**src/tpaf_pkg.sv**
```systemverilog
// Shared constants and types for the thyristor phase-angle firing block.
// No dependencies; used by tpaf_delay and thyristor_phase_angle_firing_top.
package tpaf_pkg;

  localparam int unsigned HalfW  = 16;  // half period, width, delay, tick counter
  localparam int unsigned AngleW = 8;
  localparam int unsigned CountW = 32;
  localparam int unsigned ProdW  = HalfW + AngleW;

  localparam logic [HalfW-1:0] MinDelayUs  = 16'd10;
  localparam logic [HalfW-1:0] GuardUs     = 16'd50;
  localparam logic [HalfW-1:0] WidthReset  = 16'd100;

  // x / 180 == (x >> 2) / 45; for a 22-bit value (y * RecipMul) >> RecipShift is exact
  localparam int unsigned      QuarterW   = ProdW - 2;
  localparam int unsigned      RecipW     = 23;
  localparam int unsigned      RecipShift = 28;
  localparam logic [RecipW-1:0] RecipMul  = 23'd5965233;  // ceil(2^28 / 45)

  // configuration register indexes
  typedef enum logic [1:0] {
    CfgEnable = 2'd0,
    CfgWidth  = 2'd1,
    CfgAngle  = 2'd2
  } cfg_idx_e;

  // compare points armed by a zero crossing
  typedef struct packed {
    logic             ok;      // half period long enough to fire
    logic [HalfW-1:0] delay;   // clamped firing delay
    logic [HalfW-1:0] end_at;  // delay + width, wraps
  } arm_t;

endpackage

```
**src/tpaf_delay.sv**
```systemverilog
// Firing delay for one zero crossing: divide by 180, clamp, end point.
// Depends on tpaf_pkg; the half period times angle product comes in registered.
module tpaf_delay (
  input  logic [tpaf_pkg::HalfW-1:0] half_i,
  input  logic [tpaf_pkg::ProdW-1:0] prod_i,
  input  logic [tpaf_pkg::HalfW-1:0] width_i,
  output tpaf_pkg::arm_t             arm_o
);

  logic [tpaf_pkg::QuarterW-1:0]                  quarter;
  logic [tpaf_pkg::QuarterW+tpaf_pkg::RecipW-1:0] scaled;
  logic [tpaf_pkg::HalfW:0]                       quot;
  logic [tpaf_pkg::HalfW:0]                       need;
  logic [tpaf_pkg::HalfW:0]                       lim;
  logic [tpaf_pkg::HalfW:0]                       lo_clamped;
  logic [tpaf_pkg::HalfW-1:0]                     delay;

  // product / 180 by reciprocal multiply
  assign quarter = prod_i[tpaf_pkg::ProdW-1:2];
  assign scaled  = quarter * tpaf_pkg::RecipMul;
  assign quot    = scaled[tpaf_pkg::QuarterW+tpaf_pkg::RecipW-1:tpaf_pkg::RecipShift];

  // guard check and upper bound
  assign need = {1'b0, width_i} + {1'b0, tpaf_pkg::GuardUs};
  assign lim  = {1'b0, half_i} - need;

  // raise to the minimum first, then the upper bound wins
  always_comb begin
    lo_clamped = quot;
    if (quot < {1'b0, tpaf_pkg::MinDelayUs}) begin
      lo_clamped = {1'b0, tpaf_pkg::MinDelayUs};
    end
    if (lo_clamped > lim) begin
      delay = lim[tpaf_pkg::HalfW-1:0];
    end else begin
      delay = lo_clamped[tpaf_pkg::HalfW-1:0];
    end
  end

  assign arm_o.ok     = ({1'b0, half_i} > need);
  assign arm_o.delay  = delay;
  assign arm_o.end_at = delay + width_i;

endmodule

```
**src/thyristor_phase_angle_firing_top.sv**
```systemverilog
// Top level of the thyristor phase-angle gate-pulse generator.
// Depends on tpaf_pkg and tpaf_delay.
//
//  channel  signals                                   direction
//  -------  ----------------------------------------  ---------
//  in       in_valid_i, in_stall_o, op_i, half_period_us_i      in
//  out      out_valid_o, out_stall_i, gate_o, delay_us_o,
//           fire_count_o, end_count_o, restart_count_o          out
//  cfg      cfg_we_i, cfg_idx_i, cfg_wdata_i                    in
//
// One item per cycle while the output is not stalled.
// Stage one registers the item with half_period * angle, stage two divides
// by 180, clamps, updates the timing state and holds the result.
// A stalled result holds; stage one still takes one item meanwhile.
// Reset clears all timing state and counters; width resets to 100 us.
module thyristor_phase_angle_firing_top (
  input  logic                                clk_i,
  input  logic                                rst_ni,
  input  logic                                in_valid_i,
  output logic                                in_stall_o,
  input  logic                                op_i,
  input  logic [tpaf_pkg::HalfW-1:0]          half_period_us_i,
  output logic                                out_valid_o,
  input  logic                                out_stall_i,
  output logic                                gate_o,
  output logic [tpaf_pkg::HalfW-1:0]          delay_us_o,
  output logic [tpaf_pkg::CountW-1:0]         fire_count_o,
  output logic [tpaf_pkg::CountW-1:0]         end_count_o,
  output logic [tpaf_pkg::CountW-1:0]         restart_count_o,
  input  logic                                cfg_we_i,
  input  logic [1:0]                          cfg_idx_i,
  input  logic [tpaf_pkg::HalfW-1:0]          cfg_wdata_i
);

  // configuration
  logic                          enable_q;
  logic [tpaf_pkg::HalfW-1:0]    width_q;
  logic [tpaf_pkg::AngleW-1:0]   angle_q;

  // stage one
  logic                          a_valid_q;
  logic                          a_op_q;
  logic [tpaf_pkg::HalfW-1:0]    a_half_q;
  logic [tpaf_pkg::ProdW-1:0]    a_prod_q;

  // timing state and result
  logic                          out_valid_q;
  logic                          running_q, running_d;
  logic                          gate_q, gate_d;
  logic [tpaf_pkg::HalfW-1:0]    tick_q, tick_d;
  logic [tpaf_pkg::HalfW-1:0]    fire_at_q, fire_at_d;
  logic [tpaf_pkg::HalfW-1:0]    end_at_q, end_at_d;
  logic [tpaf_pkg::HalfW-1:0]    delay_q, delay_d;
  logic [tpaf_pkg::CountW-1:0]   fires_q, fires_d;
  logic [tpaf_pkg::CountW-1:0]   ends_q, ends_d;
  logic [tpaf_pkg::CountW-1:0]   restarts_q, restarts_d;

  logic                          out_free;
  logic                          adv;
  logic                          take;
  logic [tpaf_pkg::HalfW-1:0]    tick_inc;
  tpaf_pkg::arm_t                arm;

  // handshake
  assign out_free   = !out_valid_q || !out_stall_i;
  assign adv        = a_valid_q && out_free;
  assign in_stall_o = a_valid_q && !out_free;
  assign take       = in_valid_i && !in_stall_o;

  // stage one: item and product
  always_ff @(posedge clk_i or negedge rst_ni) begin
    if (!rst_ni) begin
      a_valid_q <= 1'b0;
    end else if (take) begin
      a_valid_q <= 1'b1;
    end else if (adv) begin
      a_valid_q <= 1'b0;
    end
  end

  always_ff @(posedge clk_i) begin
    if (take) begin
      a_op_q   <= op_i;
      a_half_q <= half_period_us_i;
      a_prod_q <= half_period_us_i * angle_q;
    end
  end

  tpaf_delay u_delay (
    .half_i  (a_half_q),
    .prod_i  (a_prod_q),
    .width_i (width_q),
    .arm_o   (arm)
  );

  // next timing state for the item in stage one
  assign tick_inc = tick_q + 1'b1;

  always_comb begin
    running_d  = running_q;
    gate_d     = gate_q;
    tick_d     = tick_q;
    fire_at_d  = fire_at_q;
    end_at_d   = end_at_q;
    delay_d    = delay_q;
    fires_d    = fires_q;
    ends_d     = ends_q;
    restarts_d = restarts_q;
    if (a_op_q) begin
      // zero crossing
      if (enable_q && arm.ok) begin
        delay_d   = arm.delay;
        fire_at_d = arm.delay;
        end_at_d  = arm.end_at;
        tick_d    = '0;
        running_d = 1'b1;
        if (running_q) begin
          restarts_d = restarts_q + 1'b1;
        end
      end
    end else if (running_q) begin
      // microsecond tick
      tick_d = tick_inc;
      if (tick_inc == fire_at_q) begin
        gate_d  = 1'b1;
        fires_d = fires_q + 1'b1;
      end
      if (tick_inc == end_at_q) begin
        gate_d    = 1'b0;
        ends_d    = ends_q + 1'b1;
        running_d = 1'b0;
      end
    end
  end

  // state registers, also the result register
  always_ff @(posedge clk_i or negedge rst_ni) begin
    if (!rst_ni) begin
      out_valid_q <= 1'b0;
      enable_q    <= 1'b0;
      width_q     <= tpaf_pkg::WidthReset;
      angle_q     <= '0;
      running_q   <= 1'b0;
      gate_q      <= 1'b0;
      tick_q      <= '0;
      fire_at_q   <= '0;
      end_at_q    <= '0;
      delay_q     <= '0;
      fires_q     <= '0;
      ends_q      <= '0;
      restarts_q  <= '0;
    end else begin
      if (out_free) begin
        out_valid_q <= a_valid_q;
      end
      if (adv) begin
        running_q  <= running_d;
        gate_q     <= gate_d;
        tick_q     <= tick_d;
        fire_at_q  <= fire_at_d;
        end_at_q   <= end_at_d;
        delay_q    <= delay_d;
        fires_q    <= fires_d;
        ends_q     <= ends_d;
        restarts_q <= restarts_d;
      end
      // configuration writes must arrive only while idle; the block does not enforce it
      if (cfg_we_i) begin
        case (cfg_idx_i)
          tpaf_pkg::CfgEnable: begin
            enable_q <= cfg_wdata_i[0];
            if (!cfg_wdata_i[0]) begin
              running_q <= 1'b0;
              gate_q    <= 1'b0;
            end
          end
          tpaf_pkg::CfgWidth: width_q <= cfg_wdata_i;
          tpaf_pkg::CfgAngle: angle_q <= cfg_wdata_i[tpaf_pkg::AngleW-1:0];
          default: ;
        endcase
      end
    end
  end

  assign out_valid_o     = out_valid_q;
  assign gate_o          = gate_q;
  assign delay_us_o      = delay_q;
  assign fire_count_o    = fires_q;
  assign end_count_o     = ends_q;
  assign restart_count_o = restarts_q;

  // the gate is only ever high during a running pulse sequence
  assert property (@(posedge clk_i) disable iff (!rst_ni) gate_q |-> running_q)
    else $error("gate high while timing stopped");

  // stage one never stalls the input while empty
  assert property (@(posedge clk_i) disable iff (!rst_ni) !a_valid_q |-> !in_stall_o)
    else $error("input stalled with empty stage");

  // counters move only when an item reaches the result register
  assert property (@(posedge clk_i) disable iff (!rst_ni)
    !adv |=> ($stable(fires_q) && $stable(ends_q) && $stable(restarts_q)))
    else $error("counter changed without an item");

  // an armed crossing always yields a nonzero delay
  assert property (@(posedge clk_i) disable iff (!rst_ni)
    (adv && a_op_q && enable_q && arm.ok) |=> (delay_q != '0))
    else $error("zero firing delay armed");

endmodule

```
**config.mk**
```make
export PLATFORM = sky130hd
export DESIGN_NAME = thyristor_phase_angle_firing_top
export DESIGN_NICKNAME = d
export VERILOG_FILES = /design/src/tpaf_pkg.sv /design/src/tpaf_delay.sv /design/src/thyristor_phase_angle_firing_top.sv
export SDC_FILE = /design/constraint.sdc
export NUM_CORES = 1
export LEC_CHECK = 0
export ABC_AREA = 0
export BUFFER_PORTS_ARGS = -buffer_cell sky130_fd_sc_hd__buf_4
export CAP_MARGIN = 15
export CELL_PAD_IN_SITES_DETAIL_PLACEMENT = 1
export CELL_PAD_IN_SITES_GLOBAL_PLACEMENT = 1
export CORE_MARGIN = 3
export CORE_UTILIZATION = 44
export DETAILED_ROUTE_END_ITERATION = 16
export GPL_ROUTABILITY_DRIVEN = 1
export PLACE_DENSITY = 0.81
export RECOVER_POWER = 100
export SETUP_SLACK_MARGIN = 0.5
export SLEW_MARGIN = 20
export SYNTH_ARGS = -nofsm -noshare
export SYNTH_HDL_FRONTEND = slang
export SYNTH_HIERARCHICAL = 1
export SYNTH_SLANG_ARGS = --single-unit
```
**constraint.sdc**
```tcl
create_clock -name clk_i -period 15.2 [get_ports clk_i]
set_input_delay 3.04 -clock clk_i [delete_from_list [all_inputs] [get_ports clk_i]]
set_output_delay 3.04 -clock clk_i [all_outputs]
set_load 0.01 [all_outputs]
```
==> results_dict.tcl, run 1 <==
set metrics [dict create \
    ant_nets 0 \
    path_clk_slew_ns 0.06 \
    drive_above_1_share_pct 6.09 \
    nets 3063 \
    routed_wl_um 68600 \
    syn_area_mm2 0.0233 \
    cpPeakStageDelay_ns 0.56 \
    worstPathArrival_ns 12.86 \
    rows 83 \
    finalSetupTns_ns 0 \
    max-slew-margin-rel_pct -132 \
    final_common_cell "inv_1" \
    min_period_ns 12.43 \
    crit_path_frequent_cell "fa_1" \
    worst_clock_skew_ns 0.0397 \
    outcome "finished with violations" \
    crit_slowest_cell "fa_1" \
    ys_warn_count 6 \
    numPortBuffers 154 \
    cts_resized 0 \
    hold_path_class "reg -> reg" \
    avgSynthCellArea_um2 9.76 \
    dp.cells 3179 \
    core-area_mm2 0.0518 \
    grt_pass1_vias 20100 \
    cts_buffers 26 \
    maxSlewViolCount 256 \
    first_pass_iters 5 \
    rsz0062_at_grt "no" \
    synth_fp_nets 2925 \
    hold_viol 0 \
    crit_path_start_kind "register" \
    finalCritPeriodShare_pct 81.7 \
    hold_path_depth 1 \
    tritoncts "built" \
    clk_latency_ns 0.58 \
    synth_cells 2389 \
    cp.required_ns 15.64 \
    postCtsSetupBuffers 0 \
    r2r-end "end_at_q[14]" \
    grt_max_degree 64 \
    drt_iter0_markers 904 \
    insertedDiodeCount 0 \
    grt_pass1_wl_um 110000 \
    cts_hold_buf 0 \
    violations "max-capacitance violations, max-slew violations" \
    grt_util_all_layers_pct 24.5 \
    r2r_setup_slack_ns 2.77 \
    antenna_found_initial 0 \
    dp.final_hpwl_um 56700 \
    grt.overflow.total 0 \
    dieArea_mm2 0.0558 \
    min-delay-start "restart_count_o[31]" \
    synthToLayoutAreaGrowth_pct 9.34 \
    reg2reg_from "a_prod_q[19]" \
    cts.sinks 212 \
    ff2ff_path_depth 41 \
    io_pins 155 \
    finalNonFillerCells 3227 \
    vias 18000 \
    wl_per_cell_um 21.2 \
    viasPerCell 5.59 \
    setup_violations 0 \
    die_w_um 236 \
    crit_type "reg -> reg" \
    worstPathMaxFanout 21 \
    tightest_slew_ns 3.47 \
    holdPathEnd "restart_count_o[31]" \
    drc 0 \
    die_h_um 236 \
    final_cell_mix "369 x inv_1, 282 x ha_1, 214 x fa_1" \
    clockRootBuffer "clkbuf_16" \
    crit_path_end_kind "register" \
    htreeDepth 1 \
    initial_core_util_pct 45.0 \
    fmax_mhz 80.5 \
    place_congestion 0.939 \
    maxCapViolations 5 \
    clk_path_buf_depth 3 \
]
## flip-flops by register name, indices dropped and copies added (netlist names)
signal,flops
a_prod_q,22
width_q,16
enable_q,1
out_valid_o,1
restart_count_o,32
fire_count_o,32
running_q,1
end_at_q,16
a_op_q,1
angle_q,8
delay_us_o,16
end_count_o,32
a_half_q,16
gate_o,1
a_valid_q,1
tick_q,16
## layer usage
layer / global-route usage (%) / vias to the layer above / routed length [µm]
met5: 0 / - / 0
met4: 7.88 / 0 / 2250
met3: 3.53 / 119 / 2880
met2: 41.2 / 346 / 32800
met1: 32.8 / 9238 / 30600
li1: - / 8334 / -
## worst max-delay path, delay by kind of cell, from the launching register on
family,cells,cell delay (ns)
AOI/OAI and AO/OA,20,4.81
adders and majority gates,10,4.70
and+or+nand+nor,5,1.11
buffers and inverters,5,0.85
DFF,1,0.48
muxes,1,0.28
## how the worst max path moves through the flow
stage            startpoint            to  depth (start not counted)
4_1_cts        a_prod_q[19]  end_at_q[14]                         41
3_3_place_gp   a_prod_q[19]  end_at_q[14]                         41
2_1_floorplan  a_prod_q[19]  end_at_q[14]                         44
6_report       a_prod_q[19]  end_at_q[14]                         41
5_1_grt        a_prod_q[19]  end_at_q[14]                         41
3_5_place_dp   a_prod_q[19]  end_at_q[14]                         41
## layout make-up
class / count / area, µm²
Multi-Input combinational cell: 1759 / 16200
Inverter: 369 / 1390
Tap cell: 680 / 851
Fill cell: 5905 / 26300
Sequential cell: 212 / 5500
Clock inverter: 9 / 126
Timing Repair Buffer: 159 / 668
Clock buffer: 39 / 781
## stage by stage
stage / hold slack (ns) / utilization (%) / worst slack, ns / area [µm²]
after floorplan: 0.443 / - / 4.21 / 23300
after CTS: 0.480 / 50.2 / 2.97 / 26000
after global routing: 0.503 / 49.2 / 1.88 / 25500
final: 0.473 / 49.2 / 2.77 / 25500
after detailed placement: 0.467 / 48.5 / 3.02 / 25100
after global placement: 0.450 / 48.5 / 3.35 / 25100
Power of run 1 is left out: the tool's default activity adds up to more than one toggle a clock period on the data nets, which glitch-free logic cannot reach.
==> inputs of run 2 (changes only) <==
--- a/config.mk
+++ b/config.mk
@@ -14,7 +14,7 @@
 export CORE_UTILIZATION = 44
 export DETAILED_ROUTE_END_ITERATION = 16
 export GPL_ROUTABILITY_DRIVEN = 1
-export PLACE_DENSITY = 0.81
+export PLACE_DENSITY = 0.84
 export RECOVER_POWER = 100
 export SETUP_SLACK_MARGIN = 0.5
 export SLEW_MARGIN = 20
==> constraint.sdc (replaced) <==
create_clock -name clk_i -period 11.3 [get_ports clk_i]
set_input_delay 2.26 -clock clk_i [delete_from_list [all_inputs] [get_ports clk_i]]
set_output_delay 2.26 -clock clk_i [all_outputs]
set_load 0.01 [all_outputs]
==> run 2 against run 1 <==
The run still ends with max-capacitance violations, max-slew violations left. Global-route usage grew 0.81 points. First-iteration DRC count rose by 11%. Final area rose by 4.8%. Maximum frequency up 13%. Non-clock buffer count rose by 74. Register-to-register slack lost 2.5 ns. Cell count grew 2.2%. Via count is 3.8% higher. Critical path type unchanged. Highest routed layer unchanged.
==> results_dict.tcl, run 2 (synthesis results as in run 1) <==
set metrics [dict create \
    top_usage_layer "met2" \
    tightest_slew_ns 5.26 \
    drc 0 \
    worstPathMaxFanout 7 \
    worst_clock_skew_ns 0.0147 \
    crit_path_start_kind "register" \
    viasPerCell 5.68 \
    final_cell_mix "352 x inv_1, 252 x ha_1, 206 x fa_1" \
    maxSlewViolCount 235 \
    grt_max_degree 96 \
    io_pins 155 \
    vias 18700 \
    fillers 5743 \
    final_common_cell "inv_1" \
    finalCritPeriodShare_pct 97.1 \
    grt.overflow.total 0 \
    rsz0062_at_grt "yes" \
    synthToLayoutAreaGrowth_pct 14.6 \
    met2_usage_pct 42.9 \
    crit_path_end_kind "register" \
    hold_viol 0 \
    place_congestion 0.945 \
    core-area_mm2 0.0518 \
    hold_path_class "reg -> reg" \
    clk_latency_ns 0.56 \
    drt_iter0_markers 1004 \
    routed_wl_um 72900 \
    grt_pass1_wl_um 114000 \
    ant_nets 0 \
    htreeDepth 1 \
    max-slew-margin-rel_pct -250 \
    min_period_ns 10.98 \
    grt_pass1_vias 20500 \
    fmax_mhz 91.1 \
    maxCapViolations 4 \
    gr-usage-met1_pct 34.1 \
    crit_path_frequent_cell "fa_1" \
    die_w_um 236 \
    cts_buffers 25 \
    outcome "finished with violations" \
    insertedDiodeCount 0 \
    numPortBuffers 154 \
    nets 3136 \
    clockRootBuffer "clkbuf_16" \
    first_pass_iters 5 \
    cts.sinks 212 \
    dp.cells 3192 \
    rows 83 \
    tritoncts "built" \
    worstPathArrival_ns 11.42 \
    cp.required_ns 11.74 \
    violations "max-capacitance violations, max-slew violations" \
    grt_use_met3_pct 3.69 \
    finalNonFillerCells 3299 \
    die_h_um 236 \
    drive_above_1_share_pct 12.9 \
    crit_type "reg -> reg" \
    crit_slowest_cell "fa_1" \
    grt_util_all_layers_pct 25.4 \
    wl_per_cell_um 22.1 \
    antenna_found_initial 1 \
    path_clk_slew_ns 0.07 \
    dieArea_mm2 0.0558 \
    cpPeakStageDelay_ns 0.62 \
    initial_core_util_pct 45.0 \
    setup_violations 0 \
    cts_hold_buf 0 \
    clk_path_buf_depth 3 \
    dp.final_hpwl_um 57700 \
]
run 2: cell count changes in the layout (fill, tap and decap cells not counted), moves of 8 or more:
cell / previous run / this run
a21oi_1: 71 / 62
buf_4: 18 / 83
fa_1: 214 / 206
fa_2: 0 / 8
ha_1: 282 / 252
ha_4: 0 / 23
inv_1: 369 / 352
inv_2: 0 / 17
o21ai_0: 79 / 70
run 2: worst paths after layout:
check / slack, ns / depth (start not counted) / to / from
min in group asynchronous: 3.63 / 1 / fire_count_o[30] / rst_ni
max in group asynchronous: 1.92 / 3 / angle_q[5] / rst_ni
setup reg to reg: 0.32 / 43 / end_at_q[12] / a_prod_q[20]
setup / recovery: 0.32 / 43 / end_at_q[12] / a_prod_q[20]
hold / removal: 0.47 / 1 / end_count_o[31] / end_count_o[31]
hold reg to reg: 0.47 / 1 / end_count_o[31] / end_count_o[31]
run 2: repair_timing:
item,in CTS,in global routing
gates cloned,0,0
pin swaps,22,93
gates resized for setup,35,122
setup buffers,21,39
setup endpoints to repair,6,9
run 2: final cells by class:
type	count	area [µm²]	area share (%)
Multi-Input combinational cell	1759	16900	63.3
Sequential cell	212	5500	20.6
Inverter	369	1390	5.18
Timing Repair Buffer	233	1250	4.66
Tap cell	680	851	3.18
Clock buffer	34	709	2.66
Clock inverter	12	115	0.431
run 2: stage by stage:
step | worst slack (ns) | TNS, ns | hold slack, ns | instance area (µm²) | utilization, %
2_1_floorplan | 0.514 | 0 | 0.443 | 23300 | -
3_5_place_dp | -0.0951 | -0.115 | 0.469 | 25200 | 48.7
4_1_cts | 0.502 | 0 | 0.479 | 26400 | 50.9
6_report | 0.323 | 0 | 0.471 | 26700 | 51.6
3_3_place_gp | 0.217 | 0 | 0.452 | 25200 | 48.7
5_1_grt | 0.0341 | 0 | 0.488 | 26700 | 51.6
run 2: routing by layer:
layer,vias to the layer above,share of wire [%]
li1,8481,-
met2,456,48
met3,151,4.7
met4,0,3.1
met5,-,0
met1,9636,44
run 2: critical path, delay by kind of cell, from the launching register on:
family	cells	cell delay (ns)
adder cells (fa/ha/maj)	11	4.44
AO/OA/AOI/OAI	18	3.76
AND/OR/NAND/NOR	4	0.85
buffers and inverters	7	0.76
flip-flops	1	0.44
XOR/XNOR	2	0.35
multiplexers	1	0.25
Power of run 2 is left out for the same reason.
